<file path="config.mk">
export PLATFORM = sky130hd
export DESIGN_NAME = display_aspect_natural_size
export DESIGN_NICKNAME = d
export VERILOG_FILES = /design/src/rtl/dans_pkg.sv /design/src/rtl/display_aspect_natural_size.sv
export SDC_FILE = /design/constraint.sdc
export NUM_CORES = 1
export LEC_CHECK = 0
export BUFFER_PORTS_ARGS = -buffer_cell sky130_fd_sc_hd__buf_4
export CAP_MARGIN = 20
export CELL_PAD_IN_SITES_DETAIL_PLACEMENT = 1
export CELL_PAD_IN_SITES_GLOBAL_PLACEMENT = 1
export CORE_UTILIZATION = 50
export DETAILED_ROUTE_END_ITERATION = 6
export PLACE_DENSITY = 0.86
export REMOVE_ABC_BUFFERS = 1
export SYNTH_ARGS = -nofsm -noshare
export SYNTH_HDL_FRONTEND = slang
export SYNTH_SLANG_ARGS = --single-unit
</file>
<file path="constraint.sdc">
create_clock -name clk -period 7.88 [get_ports clk]
set_input_delay 1.182 -clock clk [delete_from_list [all_inputs] [get_ports clk]]
set_output_delay 1.182 -clock clk [all_outputs]
set_load 0.005 [all_outputs]
</file>
<file path="src/rtl/dans_pkg.sv">
// dans_pkg: widths, state and operation codes for the natural display size block
// no dependencies; used by rtl/display_aspect_natural_size.sv
package dans_pkg;

	// field widths
	localparam int DIM_BITS   = 14;
	localparam int RATIO_BITS = 16;
	localparam int SIZE_BITS  = 30;

	// derived datapath widths
	localparam int PROD_BITS = DIM_BITS + RATIO_BITS;
	localparam int WIDE_BITS = DIM_BITS + PROD_BITS;
	localparam int CNT_BITS  = $clog2(WIDE_BITS);
	localparam int K_BITS    = $clog2(PROD_BITS + 1);
	localparam int EXT_BITS  = (WIDE_BITS > SIZE_BITS) ? WIDE_BITS : SIZE_BITS;

	localparam logic [SIZE_BITS-1:0] SIZE_MAX = {SIZE_BITS{1'b1}};

	// sequencer states
	typedef enum logic [3:0] {
		ST_IDLE,
		ST_MUL1,
		ST_GCD,
		ST_GSHL,
		ST_LOAD,
		ST_DIV,
		ST_MUL2,
		ST_OUT
	} dans_state_t;

	// purpose of the current pass through the divider
	typedef enum logic [2:0] {
		OP_DW,
		OP_DH,
		OP_MODH,
		OP_MODW,
		OP_FIN
	} dans_op_t;

	// clamp a wide quotient to the size range
	function automatic logic [SIZE_BITS-1:0] sat_size(input logic [WIDE_BITS-1:0] v);
		logic [EXT_BITS-1:0] ve;
		ve = EXT_BITS'(v);
		if (ve > EXT_BITS'(SIZE_MAX))
			return SIZE_MAX;
		else
			return SIZE_BITS'(ve);
	endfunction

endpackage

</file>
<file path="src/rtl/display_aspect_natural_size.sv">
// display_aspect_natural_size: natural display size from frame size and pixel aspect ratio
// sequence: done in the cycle after accept for a zero input, else a bit-serial multiply of
// 16 steps, binary gcd, shift-back of the common power of two and five restoring divider
// passes, the fifth after a bit-serial multiply of 14 steps
// handshake: one transaction at a time, busy high until done, next accept once back in idle
// reset: asynchronous, active low, returns to idle with busy and done low
module display_aspect_natural_size (
	input  logic                             clk,
	input  logic                             arst_n,
	input  logic                             start,
	output logic                             busy,
	input  logic [dans_pkg::DIM_BITS-1:0]    frame_width,
	input  logic [dans_pkg::DIM_BITS-1:0]    frame_height,
	input  logic [dans_pkg::RATIO_BITS-1:0]  par_numerator,
	input  logic [dans_pkg::RATIO_BITS-1:0]  par_denominator,
	output logic                             done,
	output logic [dans_pkg::SIZE_BITS-1:0]   natural_width,
	output logic [dans_pkg::SIZE_BITS-1:0]   natural_height,
	output logic                             kept_dimension,
	output logic                             bad_input
);

	localparam int DIM   = dans_pkg::DIM_BITS;
	localparam int RATIO = dans_pkg::RATIO_BITS;
	localparam int PROD  = dans_pkg::PROD_BITS;
	localparam int WIDE  = dans_pkg::WIDE_BITS;
	localparam int CNTW  = dans_pkg::CNT_BITS;
	localparam int KW    = dans_pkg::K_BITS;

	dans_pkg::dans_state_t state_q, state_d;
	dans_pkg::dans_op_t    op_q;

	logic [DIM-1:0]   w_q, h_q, m_q;
	logic [RATIO-1:0] n_q, d_q;
	logic [PROD-1:0]  dw_q, dh_q, a_q, b_q;
	logic [KW-1:0]    k_q;
	logic [CNTW-1:0]  cnt_q;
	logic             hmodz_q, kept_q;
	logic [WIDE-1:0]  prod_q;

	logic [WIDE-1:0]  div_num_q;
	logic [PROD-1:0]  div_rem_q, div_den_q;

	logic [dans_pkg::SIZE_BITS-1:0] res_w_q, res_h_q;
	logic                           bad_q;

	logic             accept, any_zero;
	logic             mul_last, mul2_last, div_last;
	logic [PROD-1:0]  acc_w_next, acc_h_next;
	logic             a_eq_b, a_gt_b;
	logic [PROD-1:0]  a_sub_b, b_sub_a;
	logic [PROD:0]    trial, trial_diff;
	logic             fits;
	logic [PROD-1:0]  rem_next;
	logic [WIDE-1:0]  num_next;
	logic [PROD-1:0]  mcand;
	logic [WIDE-1:0]  prod_next;
	logic             keep_width;

	// handshake and step counters
	assign accept    = start && !busy;
	assign any_zero  = (frame_width == '0) || (frame_height == '0) ||
	                   (par_numerator == '0) || (par_denominator == '0);
	assign mul_last  = (cnt_q == CNTW'(RATIO - 1));
	assign mul2_last = (cnt_q == CNTW'(DIM - 1));
	assign div_last  = (cnt_q == CNTW'(WIDE - 1));

	// msb-first shift-add for both display products
	assign acc_w_next = {dw_q[PROD-2:0], 1'b0} + (n_q[RATIO-1] ? PROD'(w_q) : '0);
	assign acc_h_next = {dh_q[PROD-2:0], 1'b0} + (d_q[RATIO-1] ? PROD'(h_q) : '0);

	// binary gcd step terms
	assign a_eq_b  = (a_q == b_q);
	assign a_gt_b  = (a_q > b_q);
	assign a_sub_b = a_q - b_q;
	assign b_sub_a = b_q - a_q;

	// one restoring division step, quotient bits shift in behind the dividend
	assign trial      = {div_rem_q, div_num_q[WIDE-1]};
	assign fits       = (trial >= {1'b0, div_den_q});
	assign trial_diff = trial - {1'b0, div_den_q};
	assign rem_next   = fits ? trial_diff[PROD-1:0] : trial[PROD-1:0];
	assign num_next   = {div_num_q[WIDE-2:0], fits};

	// second product: kept dimension times the opposite reduced term
	assign mcand     = kept_q ? dh_q : dw_q;
	assign prod_next = {prod_q[WIDE-2:0], 1'b0} + (m_q[DIM-1] ? WIDE'(mcand) : '0);

	// width kept only when height is no multiple and width is a multiple
	assign keep_width = !hmodz_q && (rem_next == '0);

	// state register
	always_ff @(posedge clk or negedge arst_n) begin
		if (!arst_n)
			state_q <= dans_pkg::ST_IDLE;
		else
			state_q <= state_d;
	end

	// next state
	always_comb begin
		state_d = state_q;
		case (state_q)
			dans_pkg::ST_IDLE: begin
				if (accept)
					state_d = any_zero ? dans_pkg::ST_OUT : dans_pkg::ST_MUL1;
			end
			dans_pkg::ST_MUL1: begin
				if (mul_last)
					state_d = dans_pkg::ST_GCD;
			end
			dans_pkg::ST_GCD: begin
				if (a_eq_b)
					state_d = dans_pkg::ST_GSHL;
			end
			dans_pkg::ST_GSHL: begin
				if (k_q == '0)
					state_d = dans_pkg::ST_LOAD;
			end
			dans_pkg::ST_LOAD: begin
				state_d = dans_pkg::ST_DIV;
			end
			dans_pkg::ST_DIV: begin
				if (div_last) begin
					case (op_q)
						dans_pkg::OP_MODW: state_d = dans_pkg::ST_MUL2;
						dans_pkg::OP_FIN:  state_d = dans_pkg::ST_OUT;
						default:           state_d = dans_pkg::ST_LOAD;
					endcase
				end
			end
			dans_pkg::ST_MUL2: begin
				if (mul2_last)
					state_d = dans_pkg::ST_LOAD;
			end
			dans_pkg::ST_OUT: begin
				state_d = dans_pkg::ST_IDLE;
			end
			default: state_d = dans_pkg::ST_IDLE;
		endcase
	end

	// outputs
	always_comb begin
		busy = (state_q != dans_pkg::ST_IDLE);
		done = (state_q == dans_pkg::ST_OUT);
	end

	// divider pass selector
	always_ff @(posedge clk or negedge arst_n) begin
		if (!arst_n) begin
			op_q <= dans_pkg::OP_DW;
		end else begin
			case (state_q)
				dans_pkg::ST_IDLE: op_q <= dans_pkg::OP_DW;
				dans_pkg::ST_DIV: begin
					if (div_last) begin
						case (op_q)
							dans_pkg::OP_DW:   op_q <= dans_pkg::OP_DH;
							dans_pkg::OP_DH:   op_q <= dans_pkg::OP_MODH;
							dans_pkg::OP_MODH: op_q <= dans_pkg::OP_MODW;
							dans_pkg::OP_MODW: op_q <= dans_pkg::OP_FIN;
							default:           op_q <= dans_pkg::OP_DW;
						endcase
					end
				end
				default: op_q <= op_q;
			endcase
		end
	end

	// datapath
	always_ff @(posedge clk) begin
		case (state_q)
			dans_pkg::ST_IDLE: begin
				if (accept) begin
					w_q     <= frame_width;
					h_q     <= frame_height;
					n_q     <= par_numerator;
					d_q     <= par_denominator;
					dw_q    <= '0;
					dh_q    <= '0;
					cnt_q   <= '0;
					kept_q  <= 1'b0;
					bad_q   <= any_zero;
					res_w_q <= '0;
					res_h_q <= '0;
				end
			end
			dans_pkg::ST_MUL1: begin
				dw_q  <= acc_w_next;
				dh_q  <= acc_h_next;
				n_q   <= {n_q[RATIO-2:0], 1'b0};
				d_q   <= {d_q[RATIO-2:0], 1'b0};
				cnt_q <= cnt_q + 1'b1;
				if (mul_last) begin
					a_q <= acc_w_next;
					b_q <= acc_h_next;
					k_q <= '0;
				end
			end
			dans_pkg::ST_GCD: begin
				if (!a_eq_b) begin
					if (!a_q[0] && !b_q[0]) begin
						a_q <= a_q >> 1;
						b_q <= b_q >> 1;
						k_q <= k_q + 1'b1;
					end else if (!a_q[0]) begin
						a_q <= a_q >> 1;
					end else if (!b_q[0]) begin
						b_q <= b_q >> 1;
					end else if (a_gt_b) begin
						a_q <= a_sub_b >> 1;
					end else begin
						b_q <= b_sub_a >> 1;
					end
				end
			end
			dans_pkg::ST_GSHL: begin
				// restore the common power of two, one bit a cycle
				if (k_q != '0) begin
					a_q <= {a_q[PROD-2:0], 1'b0};
					k_q <= k_q - 1'b1;
				end
			end
			dans_pkg::ST_LOAD: begin
				cnt_q     <= '0;
				div_rem_q <= '0;
				case (op_q)
					dans_pkg::OP_DW: begin
						div_num_q <= WIDE'(dw_q);
						div_den_q <= a_q;
					end
					dans_pkg::OP_DH: begin
						div_num_q <= WIDE'(dh_q);
						div_den_q <= a_q;
					end
					dans_pkg::OP_MODH: begin
						div_num_q <= WIDE'(h_q);
						div_den_q <= dh_q;
					end
					dans_pkg::OP_MODW: begin
						div_num_q <= WIDE'(w_q);
						div_den_q <= dw_q;
					end
					default: begin
						div_num_q <= prod_q;
						div_den_q <= kept_q ? dw_q : dh_q;
					end
				endcase
			end
			dans_pkg::ST_DIV: begin
				div_num_q <= num_next;
				div_rem_q <= rem_next;
				// count restarts at zero on the last step of each pass, for the step that follows
				cnt_q     <= div_last ? '0 : cnt_q + 1'b1;
				if (div_last) begin
					case (op_q)
						dans_pkg::OP_DW:   dw_q    <= PROD'(num_next);
						dans_pkg::OP_DH:   dh_q    <= PROD'(num_next);
						dans_pkg::OP_MODH: hmodz_q <= (rem_next == '0);
						dans_pkg::OP_MODW: begin
							kept_q <= keep_width;
							m_q    <= keep_width ? w_q : h_q;
							prod_q <= '0;
						end
						default: begin
							if (kept_q) begin
								res_w_q <= dans_pkg::SIZE_BITS'(w_q);
								res_h_q <= dans_pkg::sat_size(num_next);
							end else begin
								res_w_q <= dans_pkg::sat_size(num_next);
								res_h_q <= dans_pkg::SIZE_BITS'(h_q);
							end
						end
					endcase
				end
			end
			dans_pkg::ST_MUL2: begin
				prod_q <= prod_next;
				m_q    <= {m_q[DIM-2:0], 1'b0};
				cnt_q  <= cnt_q + 1'b1;
			end
			default: begin
			end
		endcase
	end

	// result ports
	assign natural_width  = res_w_q;
	assign natural_height = res_h_q;
	assign kept_dimension = kept_q;
	assign bad_input      = bad_q;

	// result strobe lasts a single cycle
	a_done_pulse: assert property (@(posedge clk) disable iff (!arst_n)
		done |=> !done)
		else $error("done held for more than one cycle");

	// a zero input yields zero sizes
	a_bad_zero: assert property (@(posedge clk) disable iff (!arst_n)
		(done && bad_input) |->
			(natural_width == '0 && natural_height == '0 && !kept_dimension))
		else $error("bad input result carries nonzero fields");

	// the kept dimension passes through unchanged
	a_kept_passes: assert property (@(posedge clk) disable iff (!arst_n)
		(done && !bad_input) |->
			(kept_dimension ? (natural_width == dans_pkg::SIZE_BITS'(w_q))
			                : (natural_height == dans_pkg::SIZE_BITS'(h_q))))
		else $error("kept dimension differs from frame size");

	// gcd operands never reach zero
	a_gcd_nonzero: assert property (@(posedge clk) disable iff (!arst_n)
		(state_q == dans_pkg::ST_GCD) |-> (a_q != '0 && b_q != '0))
		else $error("gcd operand reached zero");

	// an accepted transaction makes the block busy
	a_accept_busy: assert property (@(posedge clk) disable iff (!arst_n)
		(start && !busy) |=> busy)
		else $error("block not busy after accepting a transaction");

endmodule
</file>
**After elaboration in Yosys (flattened, before gate mapping)**

Index checks and enable logic that the tools add are counted.

- Register bits after elaboration: 423
- Input bits: 63
- Output and inout bits: 64
- Logic and storage cells: 191

- Add/subtract/negate cells: 9
- Order comparisons: 3
- Equal/unequal tests: 32
- Mux-type cells: 76
- Reduce and logical (&&, ||, !) cells: 47

Operators with widths:

| operator | number |
|---|---|
| $mux 30 | 29 |
| $pmux 30 s3 | 4 |
| $pmux 30 s2 | 4 |
| $pmux 44 s2 | 2 |
| $pmux 44 s4 | 1 |
| $sub 30x30->30 | 3 |
| $mux 44 | 2 |
| $mux 14 | 5 |
| $pmux 16 s2 | 2 |
| $add 30x14->30 | 2 |
| $add 44x30->44 | 1 |
| $gt 44x30->1 const B | 1 |
| $logic_not 16->1 | 2 |
| $mux 16 | 2 |
| $ge 31x30->1 | 1 |
| $eq 30x30->1 | 1 |
| $gt 30x30->1 | 1 |
| $logic_not 30->1 | 1 |
| $logic_not 14->1 | 2 |
| $pmux 14 s2 | 1 |
| $pmux 4 s7 | 1 |
| $ne 2x2->1 const B | 13 |
| $mux 4 | 6 |
| $pmux 6 s4 | 1 |
| other kinds (39) | 79 |

**Logic depth before layout (Yosys ltp)**

Gate-level depths: netlist (run 1).

- Word-level depth: 8
- Depth in mapped cells: 18
- Mapped depth without buffers: 16

**Worst setup path before layout (run 1)**

No wires, ideal clock.

- Path type: reg-to-reg
- Start point: register state_q[2]
- End point: register m_q[0], enable pin
- Data arrival time: 5561 ps
- Slack: 1669 ps
- Stages on the path, launching flop included: 7
- Clock period less this slack: 6211 ps
- Path through: dfrtp_1 -> clkbuf_1 -> clkinv_1 -> nor2_1 -> nand2_1 -> nor2_1 -> a21oi_1

- Longest elaborated chain between the ends: 3
- Elaborated cells between the ends (all ways): 6

Ends and longest elaborated chain:

| element | RTL line | source |
|---|---|---|
| start, declared | display_aspect_natural_size.sv:30 | `dans_pkg::dans_state_t state_q, state_d;` |
| start signal, assigned | display_aspect_natural_size.sv:95 | `state_q <= dans_pkg::ST_IDLE;` |
| start signal, assigned | display_aspect_natural_size.sv:97 | `state_q <= state_d;` |
| $eq 4x3->1 | display_aspect_natural_size.sv:174 | `case (state_q)` |
| $ne 2x2->1 (no source line) / $reduce_bool 2->1 (equally long branches) | - |  |
| $reduce_and 3->1 (no source line) * | - |  |
| end signal, assigned | display_aspect_natural_size.sv:264 | `m_q <= keep_width ? w_q : h_q;` |
| end signal, assigned | display_aspect_natural_size.sv:281 | `m_q <= {m_q[DIM-2:0], 1'b0};` |
| end, declared | display_aspect_natural_size.sv:33 | `logic [DIM-1:0] w_q, h_q, m_q;` |

Every way passes the cells marked *; elsewhere a longest branch is shown, timed or not.
A chain may end at the register's enable or synchronous reset.

**Worst setup path after layout (run 1)**

- Start point: register kept_q, in the netlist kept_dimension
- End point: register prod_q[31] (data pin)

- Longest elaborated chain between the ends: 4

Ends and longest elaborated chain:

| element | RTL line | source |
|---|---|---|
| start, declared | display_aspect_natural_size.sv:38 | `logic hmodz_q, kept_q;` |
| start signal, assigned | display_aspect_natural_size.sv:263 | `kept_q <= keep_width;` |
| $mux 30 | display_aspect_natural_size.sv:86 | `assign mcand = kept_q ? dh_q : dw_q;` |
| $mux 30 | display_aspect_natural_size.sv:87 | `assign prod_next = {prod_q[WIDE-2:0], 1'b0} + (m_q[DIM-1] ? WIDE'(mcand) : '0);` |
| $add 44x30->44 | display_aspect_natural_size.sv:87 |  |
| $pmux 44 s2 | display_aspect_natural_size.sv:174 |  |
| end signal, assigned | display_aspect_natural_size.sv:280 | `prod_q <= prod_next;` |
| end, declared | display_aspect_natural_size.sv:39 | `logic [WIDE-1:0] prod_q;` |

No other way between the ends.

==> impl_metrics.py, run 1 <==
metrics = {
    "yosys": {
        "async_reset_ff_share_pct": 1.422,
        "synth-edff-count": 416,
        "synth_flop_cell": "edfxtp_1",
        "post_synth.cell_area_avg_um2": 9.452,
        "synth_cell_types": 85,
        "ys_ff_latch": 422,
        "synthAdderAreaFrac_pct": 6.974,
        "synth_top_family_by_area": "compound AO/OA/AOI/OAI gates",
        "synth_warnings": 0,
        "yosys.area_share.simple_pct": 17.09,
        "muxShareOfSynthArea_pct": 5.053,
        "synth-xor-area-share_pct": 4.906,
        "post_synth_instance_area_um2": 28920,
        "synthCells": 3060,
        "synth_compound_area_share_pct": 17.89,
        "yosysSeqAreaShare_pct": 43.71,
    },
    "global_routing": {
        "grt_pass1_wl_um": 154700,
        "grt_max_degree": 79,
        "grt_usage_pct": 33.84,
        "globalRouteMet1Util_pct": 39.43,
        "grt_busiest_layer": "met2",
        "grt_pass1_vias": 26660,
        "grt.overflow.total": 0,
        "grt_use_met3_pct": 4.664,
        "met2_usage_pct": 58.78,
        "grt_antenna_before_repair": 6,
    },
    "setup_path": {
        "crit_end": "prod_q[31]",
        "arrival_ns": 5.31,
        "reg2reg_slack_ns": 2.90,
        "crit_path_start": "kept_dimension",
        "r2r-start": "kept_dimension",
        "worstSetupPathType": "register to register",
        "crit_fanout": 58,
        "rr_worst_depth": 14,
        "worstSetupEndpointType": "register",
        "crit_path_start_kind": "register",
        "required_ns": 8.21,
        "timing.rr.end": "prod_q[31]",
    },
    "min_path": {
        "hp-class": "input pin to async pin",
    },
    "sta": {
        "rsz0062_at_grt": "no",
        "slew_viol_final": 0,
        "worst_pin_slew_ns": 1.247,
        "setup_viol": 0,
        "slew_headroom_pct": 15.78,
        "min_period_over_period_pct": 63.20,
        "hold_viol_final": 0,
        "worst_slack_ns": 2.900,
        "holdWs_ns": 0.3760,
        "post-route-min-period_ns": 4.980,
        "fmax_mhz": 200.8,
        "skew_ns": 0.03697,
    },
    "clock_network": {
        "cts_resized": 0,
        "numCtsBuffers": 48,
        "cts_tree": "yes",
        "cts_hold_buf": 0,
        "htreeDepth": 2,
        "cts-root-buf": "clkbuf_16",
        "cts_buffer_depth": 3,
        "clock_latency_ns": 0.63,
        "post-cts-setup-buffer-count": 0,
        "clk_pin_slew_ns": 0.06,
        "cts_sinks": 422,
    },
    "outcome": {
        "outcome": "completed",
    },
    "detailed_routing": {
        "viasPerCell": 6.455,
        "drc": 0,
        "postRouteAntennaNets": 0,
        "vias": 25160,
        "drt_iter0_markers": 1993,
        "first_pass_iters": 6,
        "routed_wl_um": 101000,
        "wl_per_cell_um": 25.91,
    },
    "placement": {
        "dpl.hpwl_um": 73750,
        "port_buffers": 126,
        "gp_congestion": 0.9515,
        "pre_cts_slack_ns": 3.014,
    },
    "floorplanning": {
        "row_count": 87,
        "ioPinCount": 127,
        "die_area_um2": 58810,
        "initial_core_util_pct": 50.90,
        "core_area_um2": 56820,
        "fp.dieH_um": 242.5,
        "dieWidth_um": 242.5,
    },
    "power": {
        "vdd_drop_max_v": 0.0001544,
        "p_leak_nw": 12.71,
        "p_per_area_nw_per_um2": 152.2,
    },
    "flow_run": {
        "drv_cap": 0,
    },
    "cells_and_area": {
        "fin_nets": 3321,
        "drive_above_1_share_pct": 11.66,
        "multi_input_area_um2": 15110,
        "seqCellArea_um2": 12650,
        "fillers": 6442,
        "areaGrowthSynthToFinish_pct": 11.54,
    },
}
-- worst max-delay path: stages (launching register included) --
cell and delay [ns]:
edfxtp_1 0.48, buf_4 0.77, mux2i_1 0.27, nor2b_1 0.08
ha_1 0.31, o21a_1 0.14, o21ai_0 0.45, a21oi_1 0.22
a31oi_1 0.55, o21ba_2 0.28, o22ai_1 0.13, o21ai_0 0.42
o21ai_1 0.29, xnor2_1 0.21, nor2_1 0.06
-- kinds of logic after synthesis --
| family | Yosys count |
|---|---|
| flops | 422 |
| xor+xnor | 162 |
| fa+ha+maj | 157 |
| mux | 123 |
| buf+inv | 328 |
| simple gates | 1079 |
| compound gates | 789 |
-- sequential cells by signal, summed over array words and instances, names as in the netlist, 3 cells and up --
name	count
natural_width	30
cnt_q	6
dh_q	30
d_q	16
div_rem_q	30
state_q	3
k_q	5
div_den_q	30
op_q	3
a_q	30
w_q	14
div_num_q	44
h_q	14
n_q	16
dw_q	30
prod_q	44
b_q	30
m_q	14
natural_height	30
-- cell type report --
cell class | count | share of cell area, %
Inverter | 142 | 1.652
Timing Repair Buffer | 177 | 4.166
Clock buffer | 60 | 3.991
Sequential cell | 422 | 39.20
Clock inverter | 29 | 1.198
Tap cell | 756 | 2.932
Antenna cell | 1 | 0.007757
Multi-Input combinational cell | 2310 | 46.85
-- worst min-delay path by stage --
| stage | start | end | slack [ns] | depth (start not counted) |
|---|---|---|---|---|
| global route | arst_n | op_q[2] | 0.36 | 1 |
| detailed placement | d_q[11] | d_q[12] | 0.50 | 2 |
| floorplan | d_q[9] | d_q[10] | 0.48 | 2 |
| CTS | arst_n | op_q[2] | 0.36 | 1 |
| finish | arst_n | op_q[2] | 0.38 | 1 |
| global placement | n_q[7] | n_q[8] | 0.49 | 2 |
-- cells in the mapped netlist (all sizes together) (58+ instances only) --
library cell    n  area (um^2)
a221oi         58        508.0
a21oi         221         1117
edfxtp        416        12490
o21ai         183        915.9
inv           140        525.5
nand2         358         1344
nor2          340         1276
clkbuf        157        589.3
xnor2          93        814.5
xor2           69        604.3
mux2i          65        650.6
ha            150         1877
a21o           60        452.9
-- power breakdown --
part	switching [mW]	internal, mW
Combinational	0.0167	0.0238
Clock	1.01	1.43
Sequential	0	2.43
-- per-layer routing --
metal / wire length, um / up-vias / part of all wire [%]
met1: 38230 / 12460 / 38
li1: - / 11310 / -
met5: 16 / - / 0.016
met3: 5920 / 359 / 5.9
met4: 6653 / 2 / 6.6
met2: 50150 / 1020 / 50
-- placed cells by master (no fill, tap or decap), types with 52 or more instances in the layout --
cell type | synthesis | routed
edfxtp_1 | 416 | 416
nand2_1 | 358 | 355
nor2_1 | 340 | 337
a21oi_1 | 220 | 219
o21ai_0 | 181 | 181
buf_4 | 1 | 174
ha_1 | 150 | 150
inv_1 | 139 | 139
xnor2_1 | 93 | 93
xor2_1 | 69 | 69
mux2i_1 | 65 | 65
a21o_1 | 58 | 58
a221oi_1 | 58 | 58
and2_1 | 52 | 52
nand3_1 | 54 | 52
-- stage by stage --
step	setup TNS [ns]	util (%)	power [mW]	instance area, um^2	std cells
floorplan	-119.80	-	2.488	28190	2874
CTS	0	56.75	4.929	32250	3894
finish	0	56.77	4.909	32260	3897
detailed placement	0	53.81	2.520	30570	3805
global placement	0	53.76	2.519	30550	3804
global route	0	56.77	5.004	32260	3896
Power figures use the tool's default switching activity.
==> inputs of run 2 (changes only) <==
Clock period 7.88 ns to 4.7 ns, I/O delays scaled along.
==> impl_metrics.py, run 2 (synthesis gave the netlist of run 1 again) <==
metrics = {
    "detailed_routing": {
        "postRouteAntennaNets": 0,
        "routed_wl_um": 102300,
        "vias": 25310,
        "drc": 0,
        "first_pass_iters": 6,
        "drt_iter0_markers": 2024,
        "wl_per_cell_um": 26.14,
        "viasPerCell": 6.464,
    },
    "min_path": {
        "hp-class": "input pin to register",
    },
    "floorplanning": {
        "initial_core_util_pct": 50.90,
        "ioPinCount": 127,
        "fp.dieH_um": 242.5,
        "core_area_um2": 56820,
        "dieWidth_um": 242.5,
        "row_count": 87,
        "die_area_um2": 58810,
    },
    "power": {
        "vdd_drop_max_v": 0.0003171,
        "p_leak_nw": 12.78,
        "p_per_area_nw_per_um2": 243.0,
        "p_total_mw": 7.859,
    },
    "global_routing": {
        "grt_pass1_wl_um": 157700,
        "grt.overflow.total": 0,
        "grt_pass1_vias": 27270,
        "grt_usage_pct": 34.33,
        "grt_max_degree": 82,
        "grt_antenna_before_repair": 7,
    },
    "setup_path": {
        "crit_slowest_cell": "o41ai_1",
        "cpPeakStageDelay_ns": 0.66,
        "required_ns": 5.02,
        "crit_fanout": 14,
        "cp_cell_sequence": "and2_1 > ha_1 > a21o_1 > a21oi_1 > nor2b_1 > o41ai_1 > o21ai_0 > o41ai_1 > nor2_1 > a211oi_1 > buf_4 > and3b_1 > xnor2_1 > a21oi_1",
        "crit_path_start_kind": "register",
        "worstSetupPathType": "register to register",
        "worstSetupEndpointType": "register",
        "arrival_ns": 4.90,
    },
    "placement": {
        "dpl.hpwl_um": 75340,
        "placedCellCount": 3823,
        "placed_cell_area_um2": 30740,
        "gp_congestion": 0.9601,
        "port_buffers": 126,
    },
    "sta": {
        "holdWs_ns": 0.2690,
        "post-route-min-period_ns": 4.583,
        "min_period_over_period_pct": 97.50,
        "skew_ns": 0.05098,
        "fmax_mhz": 218.2,
        "hold_viol_final": 0,
        "slew_viol_final": 0,
        "worst_pin_slew_ns": 1.087,
        "setup_viol": 0,
        "slew_headroom_pct": 26.59,
    },
    "cells_and_area": {
        "final_cell_mix": "416 x edfxtp_1, 355 x nand2_1, 337 x nor2_1",
        "reg_top3": "div_num_q: 44 flops, prod_q: 44 flops",
        "instances_no_fill": 3915,
        "areaGrowthSynthToFinish_pct": 11.83,
        "drive_above_1_share_pct": 12.13,
        "design_area_um2": 32340,
        "fin_nets": 3343,
        "final_common_cell": "edfxtp_1",
        "final_util_pct": 56.92,
    },
    "outcome": {
        "outcome": "completed",
    },
    "flow_run": {
        "drv_cap": 0,
    },
    "clock_network": {
        "clk_pin_slew_ns": 0.06,
        "cts_sinks": 422,
        "cts_buffer_depth": 3,
        "numCtsBuffers": 48,
        "clock_latency_ns": 0.63,
        "htreeDepth": 2,
        "cts-root-buf": "clkbuf_16",
        "cts_tree": "yes",
    },
}
[run 2: per-layer routing]
layer  part of all wire, %  vias to the layer above  GRT usage (%)
li1                      -                    11340              -
met3                   5.9                      359          5.229
met2                    51                      989          61.27
met1                    37                    12620          39.15
met4                   6.1                        2          19.14
met5                 0.011                        -              0
[run 2: critical path, delay by kind of cell (launching register included)]
| kind | cells | cell delay [ns] |
|---|---|---|
| compound gates | 7 | 2.12 |
| simple gates | 4 | 0.71 |
| flops | 1 | 0.60 |
| xor+xnor | 1 | 0.38 |
| fa+ha+maj | 1 | 0.28 |
| buf+inv | 1 | 0.21 |
[run 2: per-stage QoR]
stage	TNS (ns)	setup WS (ns)
final	0	0.1174
after global routing	-0.0001212	-0.0001212
after CTS	0	0.05716
after detailed placement	0	0.1099
after global placement	0	0.1584
after floorplan	-1048.34	-5.051
[run 2: final cells by class]
cell class / count / area (um^2)
Fill cell: 6424 / 24480
Multi-Input combinational cell: 2310 / 15130
Sequential cell: 422 / 12650
Timing Repair Buffer: 199 / 1600
Clock buffer: 56 / 1231
Tap cell: 756 / 945.9
Inverter: 142 / 533.0
Clock inverter: 28 / 251.5
Antenna cell: 2 / 5.005
[run 2: final timing paths]
kind                       slack, ns      startpoint         end  cells after the start
min reg2reg                     0.51          n_q[8]      n_q[9]                      2
max reg2reg                     0.12         d_q[15]     b_q[18]                     14
min                             0.27  frame_width[7]      w_q[7]                      1
min in group asynchronous       0.44          arst_n     op_q[2]                      2
max                             0.12         d_q[15]     b_q[18]                     14
max in group asynchronous       4.12          arst_n  state_q[2]                      2
[run 2: timing repair]
action,CTS,global route
endpoints found under the hold margin,6,0
resized for setup,0,7
setup endpoints to repair,0,27
buffers inserted,0,1
hold buffers,1,0
[run 2: power breakdown]
group | leakage, nW | switching, mW | internal, mW
combinational | 8.17 | 0.0287 | 0.0404
sequential | 3.88 | 0 | 4.08
clock | 0.733 | 1.62 | 2.09
